File: config.mk
export PLATFORM = sky130hd
export DESIGN_NAME = varint_prefix_decoder_top_flat
export DESIGN_NICKNAME = d
export VERILOG_FILES = /design/src/hdl/vpd_pkg.sv /design/src/hdl/vpd_if.sv /design/src/hdl/vpd_in_stage.sv /design/src/hdl/vpd_core.sv /design/src/hdl/vpd_out_stage.sv /design/src/hdl/varint_prefix_decoder_top.sv /design/src/flat_wrapper.sv
export VERILOG_INCLUDE_DIRS = /design/src /design/src/hdl
export SDC_FILE = /design/constraint.sdc
export NUM_CORES = 1
export LEC_CHECK = 0
export ABC_AREA = 1
export BUFFER_PORTS_ARGS = -buffer_cell sky130_fd_sc_hd__buf_2
export CAP_MARGIN = 40
export CORE_MARGIN = 1
export CORE_UTILIZATION = 40
export DETAILED_ROUTE_END_ITERATION = 16
export PLACE_DENSITY = 0.63
export SLEW_MARGIN = 10
export SYNTH_ARGS = -nofsm -noshare
export SYNTH_HDL_FRONTEND = slang
export SYNTH_SLANG_ARGS = --single-unit
File: constraint.sdc
create_clock -name clk -period 4.4 [get_ports clk]
set_clock_uncertainty 0.2 [all_clocks]
set_input_delay 0.88 -clock clk [delete_from_list [all_inputs] [get_ports clk]]
set_output_delay 0.88 -clock clk [all_outputs]
set_load 0.005 [all_outputs]
File: src/hdl/assert_macros.svh
// Assertion macros shared by the decoder RTL.
// No dependencies; included by files that carry concurrent checks.
`ifndef ASSERT_MACROS_SVH
`define ASSERT_MACROS_SVH

// Check sampled on the rising edge of clk, quiet while rst_n is low.
`define VPD_ASSERT(lbl, prop, msg) \
  lbl: assert property (@(posedge clk) disable iff (!rst_n) (prop)) else $error(msg);

// Check sampled on every rising edge of clk, reset included.
`define VPD_ASSERT_ALWAYS(lbl, prop, msg) \
  lbl: assert property (@(posedge clk) (prop)) else $error(msg);

`endif

File: src/hdl/vpd_pkg.sv
// Types, codes and decode functions for the prefix-length varint decoder.
// No dependencies.
package vpd_pkg;

  localparam logic STATUS_COMPLETE  = 1'b0;
  localparam logic STATUS_TRUNCATED = 1'b1;

  typedef struct packed {
    logic [7:0] data_byte;
    logic       end_of_buffer;
  } in_beat_t;

  typedef struct packed {
    logic [31:0] decoded_value;
    logic [2:0]  encoded_length;
    logic        status;
    logic        buffer_done;
  } out_beat_t;

  // Registered input beat.
  typedef struct packed {
    logic     valid;
    in_beat_t beat;
  } in_q_t;

  // Result produced by the decode core for the beat it consumes.
  typedef struct packed {
    logic      valid;
    out_beat_t beat;
  } res_t;

  // Total bytes of a value, selected by its first byte.
  function automatic logic [2:0] length_of(input logic [7:0] b);
    logic [2:0] len;
    case (b) inside
      [8'h00:8'h7F]: len = 3'd1;
      [8'h80:8'hBF]: len = 3'd2;
      [8'hC0:8'hDF]: len = 3'd3;
      [8'hE0:8'hEF]: len = 3'd4;
      [8'hF0:8'hF7]: len = 3'd5;
      [8'hF8:8'hFB]: len = 3'd2;
      [8'hFC:8'hFD]: len = 3'd3;
      default:       len = 3'd4;
    endcase
    return len;
  endfunction

  // Mask and sign-style fill of the gathered bytes.
  function automatic logic [31:0] finish_value(input logic [7:0] b, input logic [31:0] bits);
    logic [31:0] v;
    case (b) inside
      [8'h00:8'h7F]: v = bits & 32'h0000_007F;
      [8'h80:8'hBF]: v = bits & 32'h0000_3FFF;
      [8'hC0:8'hDF]: v = bits & 32'h001F_FFFF;
      [8'hE0:8'hEF]: v = bits & 32'h0FFF_FFFF;
      [8'hF0:8'hF7]: v = bits;
      [8'hF8:8'hFB]: v = (bits & 32'h0000_03FF) | 32'hFFFF_FC00;
      [8'hFC:8'hFD]: v = (bits & 32'h0001_FFFF) | 32'hFFFE_0000;
      default:       v = (bits & 32'h00FF_FFFF) | 32'hFF00_0000;
    endcase
    return v;
  endfunction

endpackage

File: src/hdl/vpd_if.sv
// Valid/ready channel interfaces for the decoder's byte input and result output.
// Depends on nothing but plain logic types.
interface vpd_in_if;
  logic       valid;
  logic       ready;
  logic [7:0] data_byte;
  logic       end_of_buffer;

  modport source (output valid, output data_byte, output end_of_buffer, input ready);
  modport sink   (input valid, input data_byte, input end_of_buffer, output ready);
endinterface

interface vpd_out_if;
  logic        valid;
  logic        ready;
  logic [31:0] decoded_value;
  logic [2:0]  encoded_length;
  logic        status;
  logic        buffer_done;

  modport source (output valid, output decoded_value, output encoded_length,
                  output status, output buffer_done, input ready);
  modport sink   (input valid, input decoded_value, input encoded_length,
                  input status, input buffer_done, output ready);
endinterface

File: src/hdl/vpd_in_stage.sv
// Input register: holds one accepted byte beat until the core consumes it.
// Depends on vpd_pkg and vpd_in_if.
module vpd_in_stage (
  input  logic          clk,
  input  logic          rst_n,
  vpd_in_if.sink        in_chan,
  input  logic          fire,
  output vpd_pkg::in_q_t in_q
);

  logic              valid_r;
  logic              valid_nxt;
  vpd_pkg::in_beat_t beat_r;
  logic              take;

  assign in_chan.ready = !valid_r || fire;
  assign take          = in_chan.valid && in_chan.ready;

  always_comb begin
    valid_nxt = valid_r;
    if (take) begin
      valid_nxt = 1'b1;
    end else if (fire) begin
      valid_nxt = 1'b0;
    end
  end

  always_ff @(posedge clk) begin
    if (!rst_n) begin
      valid_r <= 1'b0;
    end else begin
      valid_r <= valid_nxt;
    end
  end

  always_ff @(posedge clk) begin
    if (take) begin
      beat_r.data_byte     <= in_chan.data_byte;
      beat_r.end_of_buffer <= in_chan.end_of_buffer;
    end
  end

  assign in_q.valid = valid_r;
  assign in_q.beat  = beat_r;

endmodule

File: src/hdl/vpd_core.sv
// Decode core: value state and the per-byte length, gather and finish logic.
// Depends on vpd_pkg.
module vpd_core (
  input  logic           clk,
  input  logic           rst_n,
  input  vpd_pkg::in_q_t in_q,
  input  logic           fire,
  output vpd_pkg::res_t  res
);

  logic [7:0]  first_byte_r,    first_byte_nxt;
  logic [2:0]  bytes_needed_r,  bytes_needed_nxt;
  logic [2:0]  bytes_seen_r,    bytes_seen_nxt;
  logic [31:0] gathered_bits_r, gathered_bits_nxt;

  logic        start;
  logic [7:0]  fb;
  logic [2:0]  need;
  logic [2:0]  seen;
  logic [31:0] gath;
  logic        done;
  logic        last;

  always_comb begin
    start = (bytes_needed_r == 3'd0);
    last  = in_q.beat.end_of_buffer;
    fb    = start ? in_q.beat.data_byte : first_byte_r;
    need  = start ? vpd_pkg::length_of(in_q.beat.data_byte) : bytes_needed_r;
    seen  = (start ? 3'd0 : bytes_seen_r) + 3'd1;
    gath  = {(start ? 24'd0 : gathered_bits_r[23:0]), in_q.beat.data_byte};
    done  = (seen >= need);

    res.valid = in_q.valid && (done || last);
    if (done) begin
      res.beat.decoded_value  = vpd_pkg::finish_value(fb, gath);
      res.beat.encoded_length = need;
      res.beat.status         = vpd_pkg::STATUS_COMPLETE;
    end else begin
      res.beat.decoded_value  = 32'd0;
      res.beat.encoded_length = seen;
      res.beat.status         = vpd_pkg::STATUS_TRUNCATED;
    end
    res.beat.buffer_done = last;

    // Any result returns the decoder to waiting for a first byte.
    if (done || last) begin
      first_byte_nxt    = 8'd0;
      bytes_needed_nxt  = 3'd0;
      bytes_seen_nxt    = 3'd0;
      gathered_bits_nxt = 32'd0;
    end else begin
      first_byte_nxt    = fb;
      bytes_needed_nxt  = need;
      bytes_seen_nxt    = seen;
      gathered_bits_nxt = gath;
    end
  end

  always_ff @(posedge clk) begin
    if (!rst_n) begin
      first_byte_r    <= 8'd0;
      bytes_needed_r  <= 3'd0;
      bytes_seen_r    <= 3'd0;
      gathered_bits_r <= 32'd0;
    end else if (fire) begin
      first_byte_r    <= first_byte_nxt;
      bytes_needed_r  <= bytes_needed_nxt;
      bytes_seen_r    <= bytes_seen_nxt;
      gathered_bits_r <= gathered_bits_nxt;
    end
  end

endmodule

File: src/hdl/vpd_out_stage.sv
// Result register driving the output channel.
// Depends on vpd_pkg and vpd_out_if.
module vpd_out_stage (
  input  logic          clk,
  input  logic          rst_n,
  input  logic          fire,
  input  vpd_pkg::res_t res,
  vpd_out_if.source     out_chan
);

  logic               valid_r;
  logic               valid_nxt;
  vpd_pkg::out_beat_t beat_r;
  logic               load;

  assign load = fire && res.valid;

  always_comb begin
    valid_nxt = valid_r;
    if (load) begin
      valid_nxt = 1'b1;
    end else if (out_chan.ready) begin
      valid_nxt = 1'b0;
    end
  end

  always_ff @(posedge clk) begin
    if (!rst_n) begin
      valid_r <= 1'b0;
    end else begin
      valid_r <= valid_nxt;
    end
  end

  always_ff @(posedge clk) begin
    if (load) begin
      beat_r <= res.beat;
    end
  end

  assign out_chan.valid          = valid_r;
  assign out_chan.decoded_value  = beat_r.decoded_value;
  assign out_chan.encoded_length = beat_r.encoded_length;
  assign out_chan.status         = beat_r.status;
  assign out_chan.buffer_done    = beat_r.buffer_done;

endmodule

File: src/hdl/varint_prefix_decoder_top.sv
// Prefix-length varint decoder, top level.
// Depends on vpd_pkg, vpd_if.sv, vpd_in_stage, vpd_core, vpd_out_stage, assert_macros.svh.
//
// Usage:
//  - in_chan carries one encoded byte per beat plus an end-of-buffer flag.
//  - out_chan carries one result per completed value (status complete) and one
//    per value cut short by the end-of-buffer flag (status truncated, value 0).
//    Mid-value bytes give no result.
//  - A byte accepted into the input register is decoded by the core, and its result, if
//    any, is loaded into the result register. Throughput: one byte per cycle while
//    out_chan.ready stays high; the input register and core then take a byte every cycle.
//  - The core consumes the registered byte whenever the result register is
//    empty or being emptied in the same cycle.
//  - When the receiver stalls, the result register holds its beat and the
//    input register holds one more byte; in_chan.ready then drops until
//    out_chan.ready returns.
//  - Reset (rst_n low, synchronous) empties both registers and returns the
//    decoder to waiting for a first byte.
`include "assert_macros.svh"

module varint_prefix_decoder_top (
  input  logic       clk,
  input  logic       rst_n,
  vpd_in_if.sink     in_chan,
  vpd_out_if.source  out_chan
);

  vpd_pkg::in_q_t in_q;
  vpd_pkg::res_t  res;
  logic           fire;

  // Core advances when a byte is waiting and the result slot is free or being emptied.
  assign fire = in_q.valid && (!out_chan.valid || out_chan.ready);

  vpd_in_stage u_in_stage (
    .clk     (clk),
    .rst_n   (rst_n),
    .in_chan (in_chan),
    .fire    (fire),
    .in_q    (in_q)
  );

  vpd_core u_core (
    .clk   (clk),
    .rst_n (rst_n),
    .in_q  (in_q),
    .fire  (fire),
    .res   (res)
  );

  vpd_out_stage u_out_stage (
    .clk      (clk),
    .rst_n    (rst_n),
    .fire     (fire),
    .res      (res),
    .out_chan (out_chan)
  );

  // Result-side terms for the checks below.
  logic out_trunc;
  logic out_cmpl;
  logic trunc_ok;
  logic len_ok;

  assign out_trunc = out_chan.valid && (out_chan.status == vpd_pkg::STATUS_TRUNCATED);
  assign out_cmpl  = out_chan.valid && (out_chan.status == vpd_pkg::STATUS_COMPLETE);
  assign trunc_ok  = (out_chan.decoded_value == 32'd0) && out_chan.buffer_done &&
                     (out_chan.encoded_length >= 3'd1) && (out_chan.encoded_length <= 3'd4);
  assign len_ok    = (out_chan.encoded_length >= 3'd1) && (out_chan.encoded_length <= 3'd5);

  // Truncated results carry zero, a length of 1..4 and always close the buffer.
  `VPD_ASSERT(a_trunc_shape, out_trunc |-> trunc_ok, "truncated result malformed")

  // Completed values are 1..5 bytes long.
  `VPD_ASSERT(a_len_range, out_cmpl |-> len_ok, "complete length out of range")

  // A consumed byte that yields no result must not have ended the buffer.
  `VPD_ASSERT(a_eob_emits, (fire && !res.valid) |-> !in_q.beat.end_of_buffer, "end of buffer swallowed")

endmodule
File: src/flat_wrapper.sv
// flat-port wrapper written by rule: the top's interface ports become plain ports
module varint_prefix_decoder_top_flat 
  (clk, rst_n, in_chan_valid, in_chan_data_byte, in_chan_end_of_buffer, in_chan_ready, out_chan_valid, out_chan_decoded_value, out_chan_encoded_length, out_chan_status, out_chan_buffer_done, out_chan_ready);
  vpd_in_if in_chan_i ();
  vpd_out_if out_chan_i ();
  input  logic clk;
  input  logic rst_n;
  input wire logic [$bits(in_chan_i.valid)-1:0] in_chan_valid;
  input wire logic [$bits(in_chan_i.data_byte)-1:0] in_chan_data_byte;
  input wire logic [$bits(in_chan_i.end_of_buffer)-1:0] in_chan_end_of_buffer;
  output wire logic [$bits(in_chan_i.ready)-1:0] in_chan_ready;
  output wire logic [$bits(out_chan_i.valid)-1:0] out_chan_valid;
  output wire logic [$bits(out_chan_i.decoded_value)-1:0] out_chan_decoded_value;
  output wire logic [$bits(out_chan_i.encoded_length)-1:0] out_chan_encoded_length;
  output wire logic [$bits(out_chan_i.status)-1:0] out_chan_status;
  output wire logic [$bits(out_chan_i.buffer_done)-1:0] out_chan_buffer_done;
  input wire logic [$bits(out_chan_i.ready)-1:0] out_chan_ready;
  assign in_chan_i.valid = in_chan_valid;
  assign in_chan_i.data_byte = in_chan_data_byte;
  assign in_chan_i.end_of_buffer = in_chan_end_of_buffer;
  assign in_chan_ready = in_chan_i.ready;
  assign out_chan_valid = out_chan_i.valid;
  assign out_chan_decoded_value = out_chan_i.decoded_value;
  assign out_chan_encoded_length = out_chan_i.encoded_length;
  assign out_chan_status = out_chan_i.status;
  assign out_chan_buffer_done = out_chan_i.buffer_done;
  assign out_chan_i.ready = out_chan_ready;
  varint_prefix_decoder_top u_core (.clk(clk), .rst_n(rst_n), .in_chan(in_chan_i), .out_chan(out_chan_i));
endmodule
==> impl_results.md, run 1 <==
- Area delta synth->final: 14.3%
- CP Launch Type: register
- Combinational share of power: 10.1%
- Clk pwr share: 32.9%
- Setup TNS: 0 ps
- Critical path destination: u_core.u_out_stage.out_chan.decoded_value[14]$_SDFFCE_PP0P_
- CTS Buf Count: 9
- Worst Path Required: 4300 ps
- Tmin final: 3600 ps
- Die span in y: 95.7 µm
- Routed length per instance: 13.6 µm
- Pre-antenna DRT Iters: 4
- Drt initial violations: 140
- Ratio of final minimum period to clock period: 81.8%
- Clock root buffer: clkbuf_8
- Final setup violation count: 0
- Setup WS post-layout: 800 ps
- CP Launch Point: u_core.u_core.bytes_needed_r[1]$_SDFFE_PN0P_
- Slew HR: 52.2%
- Worst-Margin Slew: 715 ps
- Post-DRT Antenna Nets: 0
- Gp weighted congestion: 0.845
- Worst setup EP type: register
- Die area: 9160 µm²
- Post-synth top area share: 39.3%
- Reg2reg path depth: 11
- Post-CTS Hold Buffers: 0
- Place WS: 814 ps
- Synth area leader: edfxtp_1
- # fillers: 820
- Synth area leaders: edfxtp_1 (39%), dfxtp_1 (22%), nand2_1 (11%), a21oi_1 (8.3%), nand3_1 (4.0%)
- # port buffers: 51
- CTS clock-pin slew for the worst setup and hold paths: 90 ps
- Switching Share: 27.3%
- Nets@finish: 441
- Post-Syn Area per Cell: 9.39 µm²
- Yosys warns: 0
- Syn Inst Count: 374
- Max Slew Vio Count: 0
- Fmax: 278 MHz
- Post-CTS Setup Inserts: 0
- CP max FO: 53
- Cts repair resizes: 0
- Reg2reg start: u_core.u_core.bytes_needed_r[1]$_SDFFE_PN0P_
- Core box area: 8340 µm²
- Vias in the first global route: 2425
- Ports: 52
- Max Cap Violations: 0
- Antenna diodes: 0
- Reg power frac: 57.1%
- Crit Path Category: register to register
- Row count: 33
- Synth Net Count: 391
- Initial antenna violation count: 0
- RSZ-0062 raised after global routing: false
- Number of vias in the routed layout: 2625
- Htree depth: 3
- Int Pwr: 0.00113 W
- DIE WIDTH: 95.7 µm
- HPWL Detailed: 5.00 mm
- Starting density of the core: 42.1%
- Fin cells: 534
- Sequential share of the synthesized area: 61.6%
- Largest net degree at the start of global routing: 54
- Global-route wire length before repair: 11.7 mm
- Flops & latches, synth: 85
- Area of the mapped netlist: 3510 µm²
- Skew-Pair Late Insertion Delay: 360 ps
- Netlist cell types: 27
- CTS tree: done
- Hold Path Class: register to register
- Clock Path Buffers: 2
- Critical R2R Capture: u_core.u_out_stage.out_chan.decoded_value[14]$_SDFFCE_PP0P_
- Critical path arrival: 3500 ps
- Placed Cells: 518
- Share of cells above drive strength 1: 19.6%
- Net Switching: 0.000426 W
- GRT Overall Usage: 17.2%
- PwrDens: 388 nW/µm²
- Lkg Pwr: 1.52 nW
- Outcome: finished clean
- Grt ovf: 0
- R2R Setup Slk: 800 ps
- Worst vdd ir: 0.132 mV
- Clock sink total: 85
- Endpoints failing hold: 0
- Final wirelength: 7.26 mm
- Vias per cell: 4.92
- Total Power Consumption: 0.00156 W
- Drt drc: 0
per-stage QoR:
stage / area, µm² / util [%] / hold WS, ps
floorplan: 3510 / - / 226
global placement: 3830 / 46.0 / 237
detailed placement: 3830 / 46.0 / 235
CTS: 4020 / 48.1 / 256
global route: 4020 / 48.1 / 262
finish: 4020 / 48.1 / 259
logic make-up (layout without fill, tap and decap cells):
kind of cell | after synthesis | count (layout) | share of synthesized area (%)
and+or+nand+nor | 161 | 161 | 20.0
DFF | 85 | 85 | 61.6
AOI/OAI and AO/OA | 71 | 71 | 10.4
buffers and inverters | 52 | 107 | 6.41
adders and majority gates | 4 | 4 | 1.43
xor gates and xnor gates | 1 | 1 | 0.249
worst max-delay path, stage by stage (launching register included):
cell     delay [ps]
dfxtp_1         350
nor2_4          160
nand2_4         310
inv_1           270
nor2_1           70
ha_1            210
xnor2_1         270
ha_1            310
a21oi_1         190
nand3_1         450
nand3_1         460
a21oi_1          90
area by class of cell:
class / instances / area [µm²] / share of cell area, %
sequential: 85 / 2160 / 53.8
multi-input combinational: 237 / 1120 / 28.0
timing repair buffer: 54 / 278 / 6.92
inverter: 37 / 139 / 3.46
tap: 105 / 131 / 3.27
clock buffer: 9 / 124 / 3.09
clock inverter: 7 / 56.3 / 1.40
synth_stat cells:
cell,n
nor2_1,14
o21bai_1,1
o21ai_0,5
inv_1,34
nand3_1,28
buf_4,1
o21ai_1,5
clkbuf_1,7
inv_2,3
buf_2,3
a21oi_1,58
buf_6,3
ha_1,4
o21ai_2,1
nand2_4,2
o211ai_1,1
xnor2_1,1
nor3_1,2
nor2_2,1
nand3_2,2
nand2_1,106
buf_1,1
edfxtp_1,46
dfxtp_1,39
nand4_1,1
nand2_2,2
nor2_4,3
power by group through the flow:
| stage | clock, W | combinational (W) | sequential (W) |
|---|---|---|---|
| detailed placement | 0 | 0.000158 | 0.000907 |
| global placement | 0 | 0.000156 | 0.000907 |
| floorplan | 0 | 0.000104 | 0.000906 |
| finish | 0.000512 | 0.000157 | 0.000888 |
| global route | 0.000556 | 0.000176 | 0.000892 |
| CTS | 0.000524 | 0.000159 | 0.000889 |
cell usage in the layout, fill, tap and decap left out, types with 3 or more instances in the layout:
cell	n
dfxtp_1	39
edfxtp_1	46
nor2_4	3
a21oi_1	58
nand3_1	28
clkbuf_8	9
o21ai_0	5
inv_1	34
inv_6	3
ha_1	4
buf_2	51
nand2_1	106
buf_4	3
inv_2	3
nor2_1	14
o21ai_1	5
routing by layer:
layer / vias to the layer above / routed length, µm / global-route usage (%)
met5: - / 0 / 0
li1: 1335 / - / -
met2: 71 / 3500 / 26.2
met3: 7 / 416 / 3.00
met4: 0 / 95 / 9.83
met1: 1212 / 3240 / 23.1
sequential cells by signal, summed over array words and instances (netlist names):
signal / count
u_core.u_core.bytes_needed_r: 3
u_core.u_core.bytes_seen_r: 3
u_core.u_core.first_byte_r: 7
u_core.u_core.gathered_bits_r: 24
u_core.u_in_stage.in_q: 9
u_core.u_in_stage.valid_r: 1
u_core.u_out_stage.out_chan.buffer_done: 1
u_core.u_out_stage.out_chan.decoded_value: 32
u_core.u_out_stage.out_chan.encoded_length: 3
u_core.u_out_stage.out_chan.status: 1
u_core.u_out_stage.out_chan.valid: 1
worst min path at each step:
stage / from / endpoint / slack (ps) / depth (start not counted)
after global routing: u_core.u_in_stage.in_q[0]$_DFFE_PP_ / u_core.u_out_stage.out_chan.buffer_done$_DFFE_PP_ / 260 / 0
after floorplan: u_core.u_in_stage.in_q[0]$_DFFE_PP_ / u_core.u_out_stage.out_chan.buffer_done$_DFFE_PP_ / 230 / 0
after CTS: u_core.u_in_stage.in_q[0]$_DFFE_PP_ / u_core.u_out_stage.out_chan.buffer_done$_DFFE_PP_ / 260 / 0
after detailed placement: u_core.u_in_stage.in_q[0]$_DFFE_PP_ / u_core.u_out_stage.out_chan.buffer_done$_DFFE_PP_ / 230 / 0
after global placement: u_core.u_in_stage.in_q[0]$_DFFE_PP_ / u_core.u_out_stage.out_chan.buffer_done$_DFFE_PP_ / 240 / 0
final: u_core.u_in_stage.in_q[0]$_DFFE_PP_ / u_core.u_out_stage.out_chan.buffer_done$_DFFE_PP_ / 260 / 0
Note: power is estimated with default switching activity, not from simulation.
==> run 2, diff against run 1 <==
--- a/config.mk
+++ b/config.mk
@@ -6,13 +6,13 @@
 export SDC_FILE = /design/constraint.sdc
 export NUM_CORES = 1
 export LEC_CHECK = 0
-export ABC_AREA = 1
+export ABC_AREA = 0
 export BUFFER_PORTS_ARGS = -buffer_cell sky130_fd_sc_hd__buf_2
 export CAP_MARGIN = 40
 export CORE_MARGIN = 1
 export CORE_UTILIZATION = 40
 export DETAILED_ROUTE_END_ITERATION = 16
-export PLACE_DENSITY = 0.63
+export PLACE_DENSITY = 0.66
 export SLEW_MARGIN = 10
 export SYNTH_ARGS = -nofsm -noshare
 export SYNTH_HDL_FRONTEND = slang
==> constraint.sdc (replaced) <==
create_clock -name clk -period 3 [get_ports clk]
set_clock_uncertainty 0.2 [all_clocks]
set_input_delay 0.6 -clock clk [delete_from_list [all_inputs] [get_ports clk]]
set_output_delay 0.6 -clock clk [all_outputs]
set_load 0.005 [all_outputs]
==> impl_results.md, run 2 <==
- Total Power Consumption: 0.00228 W (was 0.00156 W)
- Largest net degree at the start of global routing: 28 (was 54)
- Crit Path Category: register to register (unchanged)
- Hold Path Class: primary input to register (was register to register)
- Row count: 33 (unchanged)
- Drt drc: 0 (unchanged)
- Nets@finish: 392 (was 441)
- Commonest cells in the netlist: edfxtp_1 (46), dfxtp_1 (39), nand2_1 (31), nor2_1 (31), a22o_1 (26) (was nand2_1 (106), a21oi_1 (58), edfxtp_1 (46))
- Asr flop ratio synth: 0% (unchanged)
- Post-DRT Antenna Nets: 0 (unchanged)
- Gp weighted congestion: 0.831 (was 0.845)
- PwrDens: 524 nW/µm² (was 388 nW/µm²)
- Max Slew Vio Count: 0 (unchanged)
- CTS tree: done (unchanged)
- Initial antenna violation count: 0 (unchanged)
- Post-Synth Adder-Cell Area: 1.43% (about the same)
- Switching Share: 26.2% (was 27.3%)
- Netlist cell types: 46 (was 27)
- Clock Path Buffers: 2 (unchanged)
- Ports: 52 (unchanged)
- Grt ovf: 0 (unchanged)
- CTS Buf Count: 9 (unchanged)
- Most frequent cells in the layout: buf_2 (51), edfxtp_1 (46), dfxtp_1 (37) (was nand2_1 (106), a21oi_1 (58), buf_2 (51))
- Lkg Pwr: 1.63 nW (was 1.52 nW)
- Number of vias in the routed layout: 2553 (was 2625)
- Endpoints failing hold: 0 (unchanged)
- Clk pwr share: 33.8% (was 32.9%)
- Final instance area: 4350 µm² (was 4020 µm²)
- Core box area: 8340 µm² (unchanged)
- Synth area leaders: edfxtp_1 (40%), dfxtp_1 (22%), a22o_1 (6.5%), nand2_1 (3.3%), nor2_1 (3.3%) (was edfxtp_1 (39%), dfxtp_1 (22%), nand2_1 (11%), a21oi_1 (8.3%), nand3_1 (4.0%))
- Htree depth: 3 (unchanged)
- Dominant synthesized flop cell: edfxtp_1 (unchanged)
- Outcome: finished clean (unchanged)
- Mux cell area share after synthesis: 0.287% (was 0%)
- Worst setup EP type: register (unchanged)
- Clock sink total: 85 (unchanged)
- CP Launch Type: register (unchanged)
- Flops & latches, synth: 85 (unchanged)
- Most common cell after layout, fill and taps aside: buf_2 (was nand2_1)
- Syn Inst Count: 291 (was 374)
- Global-route wire length before repair: 12.0 mm (was 11.7 mm)
- GRT Overall Usage: 17.7% (was 17.2%)
- Post-Syn Area per Cell: 12.0 µm² (was 9.39 µm²)
- Reg power frac: 56.6% (was 57.1%)
- Simple-gate portion of the synthesized area: 15.2% (was 20.0%)
- Post-synth top area share: 39.6% (was 39.3%)
- Yosys warns: 0 (unchanged)
- Pre-antenna DRT Iters: 4 (unchanged)
- Post-CTS Hold Buffers: 0 (unchanged)
- Final setup violation count: 0 (unchanged)
- Max reg flops: 32 (unchanged)
- Ratio of final minimum period to clock period: 95.2% (was 81.8%)
- Combinational share of power: 9.6% (was 10.1%)
- Net Switching: 0.000597 W (was 0.000426 W)
- Synth Net Count: 308 (was 391)
- Post-Place Cell Area: 4130 µm² (was 3830 µm²)
- Starting density of the core: 41.9% (was 42.1%)
- Largest family of logic cells by synthesized area: compound AO/OA/AOI/OAI gates (was simple AND/OR/NAND/NOR gates)
- Synth area leader: edfxtp_1 (unchanged)
- Vias per cell: 5.26 (was 4.92)
- Most common cell in the netlist: edfxtp_1 (was nand2_1)
- Util after Layout: 52.1% (was 48.1%)
- Antenna diodes: 0 (unchanged)
- Area of the mapped netlist: 3490 µm² (was 3510 µm²)
- Die area: 9100 µm² (was 9160 µm²)
- Fmax: 350 MHz (was 278 MHz)
- Max Cap Violations: 0 (unchanged)
- Die span in y: 95.4 µm (was 95.7 µm)
- Slew HR: 63.1% (was 52.2%)
- Synth Area in XOR/XNOR: 0.251% (was 0.249%)
- Int Pwr: 0.00168 W (was 0.00113 W)
- # fillers: 746 (was 820)
- Share of cells above drive strength 1: 33.9% (was 19.6%)
- Drt initial violations: 184 (was 140)
- Worst-Margin Slew: 553 ps (was 715 ps)
- HPWL Detailed: 5.39 mm (was 5.00 mm)
- Clock root buffer: clkbuf_8 (unchanged)
- CTS clock-pin slew for the worst setup and hold paths: 90 ps (about the same)
- Vias in the first global route: 2346 (was 2425)
- Area delta synth->final: 24.5% (was 14.3%)
- Worst vdd ir: 0.243 mV (was 0.132 mV)
- Tmin final: 2860 ps (was 3600 ps)
- # port buffers: 51 (unchanged)
- Routed length per instance: 15.6 µm (was 13.6 µm)
- CP max FO: 13 (was 53)
- Final wirelength: 7.56 mm (was 7.26 mm)
- Worst Path Required: 2890 ps (was 4300 ps)
- DIE WIDTH: 95.4 µm (was 95.7 µm)
- Compound-cell area share of the yosys netlist: 17.9% (was 10.4%)
- Skew-Pair Late Insertion Delay: 350 ps (was 360 ps)
- Critical path arrival: 2750 ps (was 3500 ps)
- EDFF count, synth: 46 (unchanged)
- Sequential share of the synthesized area: 61.9% (was 61.6%)
## run 2: cell type report
class / instances / area (µm²) / area share, %
clock inverters: 7 / 71.3 / 1.64
flip-flops and latches: 85 / 2160 / 49.8
inverters: 7 / 26.3 / 0.605
multi-input cells: 187 / 1280 / 29.6
clock buffers: 9 / 124 / 2.85
well taps: 105 / 131 / 3.02
repair buffers: 85 / 543 / 12.5
## run 2: final timing paths
kind | from | end | slack (ps) | cells after the start
hold reg to reg | u_core.u_core.bytes_seen_r[2]$_SDFFE_PN0P_ | u_core.u_core.bytes_seen_r[2]$_SDFFE_PN0P_ | 280 | 2
hold / removal | in_chan_data_byte[6] | u_core.u_in_stage.in_q[7]$_DFFE_PP_ | 220 | 1
setup reg to reg | u_core.u_core.bytes_needed_r[0]$_SDFFE_PN0P_ | u_core.u_out_stage.out_chan.encoded_length[0]$_DFFE_PP_ | 140 | 12
setup / recovery | u_core.u_core.bytes_needed_r[0]$_SDFFE_PN0P_ | u_core.u_out_stage.out_chan.encoded_length[0]$_DFFE_PP_ | 140 | 12
## run 2: kinds of logic (layout without fill, tap and decap cells)
| logic type | after synthesis | in the layout |
|---|---|---|
| buffers and inverters | 19 | 108 |
| muxes | 1 | 1 |
| and+or+nand+nor | 100 | 100 |
| xor gates and xnor gates | 1 | 1 |
| DFF | 85 | 85 |
| adders and majority gates | 4 | 4 |
| AOI/OAI and AO/OA | 81 | 81 |
## run 2: what timing repair did
action,in CTS,in global routing
setup buffers,0,2
setup endpoints to repair,0,54
gates resized for setup,0,1
## run 2: per-stage QoR
step	setup WS [ps]	std cells	hold slack, ps	setup TNS (ps)
finish	144	485	217	0
global route	-3.37	485	198	-3.37
CTS	28.9	483	198	0
detailed placement	40.1	467	254	0
global placement	-152	466	255	-5510
floorplan	-283	291	225	-12400
## run 2: critical path, stage by stage, from the launching register on
cell     delay (ps)
dfxtp_2         330
or3_4           380
nand2_1          90
inv_1            90
ha_4            180
xor2_2          140
inv_1            90
ha_4            240
a21o_1          230
a31o_4          290
buf_4           200
nor2_1          110
a31oi_1          50
## run 2: power groups by stage
stage	sequential [W]	combinational, W	clock, W
6_report	0.00129	0.000218	0.000771
5_1_grt	0.00129	0.000239	0.000834
4_1_cts	0.00129	0.000215	0.000787
3_5_place_dp	0.00132	0.000214	0
3_3_place_gp	0.00132	0.000204	0
2_1_floorplan	0.00132	0.000121	0
## run 2: layer usage
metal  vias to the layer above  GRT usage [%]  routed length [µm]
met5                         -              0                   0
met4                         0           7.09                 127
met3                         8           4.47                 339
met2                        79           26.8                3530
met1                      1210           24.3                3560
li1                       1256              -                   -
==> run 3, diff against run 2 <==
--- a/config.mk
+++ b/config.mk
@@ -9,6 +9,7 @@
 export ABC_AREA = 0
 export BUFFER_PORTS_ARGS = -buffer_cell sky130_fd_sc_hd__buf_2
 export CAP_MARGIN = 40
+export CORE_ASPECT_RATIO = 1.25
 export CORE_MARGIN = 1
 export CORE_UTILIZATION = 40
 export DETAILED_ROUTE_END_ITERATION = 16
==> impl_results.md, run 3 (synthesis gave the netlist of run 2 again) <==
- Outcome: finished clean (unchanged)
- CP max FO: 29 (was 13)
- Pre-antenna DRT Iters: 4 (unchanged)
- Clock sink total: 85 (unchanged)
- Slew HR: 68.2% (was 63.1%)
- Crit-path max cell delay: 410 ps (was 380 ps)
- Place WS: -95.9 ps (was 40.1 ps)
- Worst vdd ir: 0.322 mV (was 0.243 mV)
- Critical R2R Capture: u_core.u_out_stage.out_chan.valid$_SDFFE_PN0P_ (was u_core.u_out_stage.out_chan.encoded_length[0]$_DFFE_PP_)
- Family with the most delay on the worst path: compound AO/OA/AOI/OAI gates (was simple AND/OR/NAND/NOR gates)
- Initial antenna violation count: 0 (unchanged)
- Worst setup EP type: register (unchanged)
- Most common cell after layout, fill and taps aside: buf_2 (unchanged)
- Nets@finish: 391 (was 392)
- Post-DRT Antenna Nets: 0 (unchanged)
- WHS Path Cells: 1 (unchanged)
- GRT met1 Usage: 22.0% (was 24.3%)
- Skew-Pair Late Insertion Delay: 360 ps (was 350 ps)
- Fin cells: 476 (was 485)
- GRT met3 Usage: 3.73% (was 4.47%)
- Lkg Pwr: 1.63 nW (about the same)
- Ratio of final minimum period to clock period: 96.5% (was 95.2%)
- Reg2reg path depth: 13 (was 12)
- Antenna diodes: 0 (unchanged)
- Global-route wire length before repair: 12.1 mm (was 12.0 mm)
- Max Cap Violations: 0 (unchanged)
- Clock Path Buffers: 2 (unchanged)
- Placed Cells: 455 (was 467)
- Number of vias in the routed layout: 2549 (was 2553)
- GRT Overall Usage: 17.3% (was 17.7%)
- Drt initial violations: 90 (was 184)
- Hold path endpoint: u_core.u_in_stage.in_q[7]$_DFFE_PP_ (unchanged)
- Post-CTS Hold Buffers: 0 (unchanged)
- HPWL Detailed: 5.26 mm (was 5.39 mm)
- Worst Path Required: 3060 ps (was 2890 ps)
- Crit Path Category: register to register (unchanged)
- Share of cells above drive strength 1: 34.0% (was 33.9%)
- Htree depth: 3 (unchanged)
- Largest net degree at the start of global routing: 30 (was 28)
- Endpoints failing hold: 0 (unchanged)
- R2R Setup Slk: 100 ps (was 140 ps)
- Tmin final: 2900 ps (was 2860 ps)
- Beginning of the worst hold path: in_chan_data_byte[6] (unchanged)
- CP max-delay cell: or3_4 (unchanged)
- Starting density of the core: 41.9% (about the same)
- Worst-path cell chain: or3_4, nand2_2, inv_1, ha_4, xor2_2, inv_1, ha_4, a21o_1, a311oi_4, buf_4, nor2_4, buf_12, o21a_1 (was or3_4, nand2_1, inv_1, ha_4, xor2_2, inv_1, ha_4, a21o_1, a31o_4, buf_4, nor2_1, a31oi_1)
- Vias per cell: 5.36 (was 5.26)
- Worst path buffer plus inverter count: 4 (was 3)
- Core box area: 8330 µm² (was 8340 µm²)
- Die area: 9110 µm² (was 9100 µm²)
- Ports: 52 (unchanged)
- Routed length per instance: 15.6 µm (about the same)
- CTS clock-pin slew for the worst setup and hold paths: 90 ps (about the same)
- Max reg flops: 32 (unchanged)
- CP Launch Type: register (unchanged)
- Gp weighted congestion: 0.840 (was 0.831)
- DIE WIDTH: 85.6 µm (was 95.4 µm)
- Critical path arrival: 2960 ps (was 2750 ps)
- Met2 usage: 28.0% (was 26.8%)
- PwrDens: 518 nW/µm² (was 524 nW/µm²)
- Drt drc: 0 (unchanged)
- Die span in y: 106 µm (was 95.4 µm)
- Util after Layout: 52.0% (was 52.1%)
- Fmax: 345 MHz (was 350 MHz)
- Final wirelength: 7.40 mm (was 7.56 mm)
- Footprint of the multi-input gates: 1300 µm² (was 1280 µm²)
- Clock root buffer: clkbuf_8 (unchanged)
- Reg2reg start: u_core.u_core.bytes_needed_r[0]$_SDFFE_PN0P_ (unchanged)
- CTS Buf Count: 9 (unchanged)
- Area delta synth->final: 24.0% (was 24.5%)
- Hold Path Class: primary input to register (unchanged)
- Most frequent cells in the layout: buf_2 (51), edfxtp_1 (46), dfxtp_1 (37) (unchanged)
- Grt ovf: 0 (unchanged)
- Row count: 37 (was 33)
- Sequential cell area: 2160 µm² (unchanged)
- Final setup violation count: 0 (unchanged)
- # fillers: 719 (was 746)
- CTS tree: done (unchanged)
- Grt peak-use layer: met2 (unchanged)
- # port buffers: 51 (unchanged)
- Max Slew Vio Count: 0 (unchanged)
- Worst-Margin Slew: 474 ps (was 553 ps)
- Vias in the first global route: 2470 (was 2346)
- Setup WS post-layout: 104 ps (was 144 ps)
run 3: cell count changes in the layout (fill, tap and decap cells not counted), sizes merged:
cell	delta
clkinvlp	-2
buf	-1
clkinv	+2
run 3: worst max path at each step:
stage               depth (start not counted)  slack (ps)                                                     endpoint                                          from
floorplan                                  11        -280            u_core.u_out_stage.out_chan.buffer_done$_DFFE_PP_  u_core.u_core.bytes_needed_r[0]$_SDFFE_PN0P_
global placement                           10        -160  u_core.u_out_stage.out_chan.decoded_value[11]$_SDFFCE_PP0P_  u_core.u_core.bytes_needed_r[0]$_SDFFE_PN0P_
detailed placement                         11        -100  u_core.u_out_stage.out_chan.decoded_value[26]$_SDFFCE_PP0P_  u_core.u_core.bytes_needed_r[0]$_SDFFE_PN0P_
CTS                                        11          70  u_core.u_out_stage.out_chan.decoded_value[24]$_SDFFCE_PP0P_  u_core.u_core.bytes_needed_r[0]$_SDFFE_PN0P_
global route                               13          -4               u_core.u_core.gathered_bits_r[17]$_SDFFE_PN0P_  u_core.u_core.bytes_needed_r[0]$_SDFFE_PN0P_
finish                                     13         100               u_core.u_out_stage.out_chan.valid$_SDFFE_PN0P_  u_core.u_core.bytes_needed_r[0]$_SDFFE_PN0P_
run 3: layout make-up:
cell class	instances	share of cell area, %
flip-flops and latches	85	50.0
multi-input cells	187	30.0
repair buffers	84	12.6
clock buffers	9	2.86
well taps	97	2.80
clock inverters	7	1.13
inverters	7	0.607
run 3: repair_timing:
item	4_1_cts	5_1_grt
resized for setup	1	4
setup endpoints to repair	4	44
setup buffers	0	5
pin swaps	0	2
gates cloned	0	0
run 3: power by group:
part	internal (W)	leakage [nW]	switching (W)
combinational	0.0000978	0.797	0.000131
clock	0.000303	0.0914	0.000421
sequential	0.00127	0.744	0.0000201
total	0.00167	1.63	0.000572
run 3: routing by layer:
metal,wire length (µm),part of all wire [%]
met1,3360,45
met2,3620,49
met3,248,3.3
met4,170,2.3
met5,0,0
run 3: worst reg2reg max path: cells and delay by family (launching register included):
kind | cells | cell delay (ps)
compound gates | 3 | 660
xor+xnor | 1 | 150
fa+ha+maj | 2 | 410
buf+inv | 4 | 530
flops | 1 | 330
simple gates | 3 | 540
run 3: through the flow:
step                      total power (W)  instance area, µm²  setup TNS [ps]  hold slack (ps)
after global placement            0.00152                4060           -5690              247
final                             0.00224                4330               0              206
after CTS                         0.00223                4260               0              201
after global routing              0.00233                4330           -7.95              195
after floorplan                   0.00144                3560          -12400              225
after detailed placement          0.00152                4080            -159              263
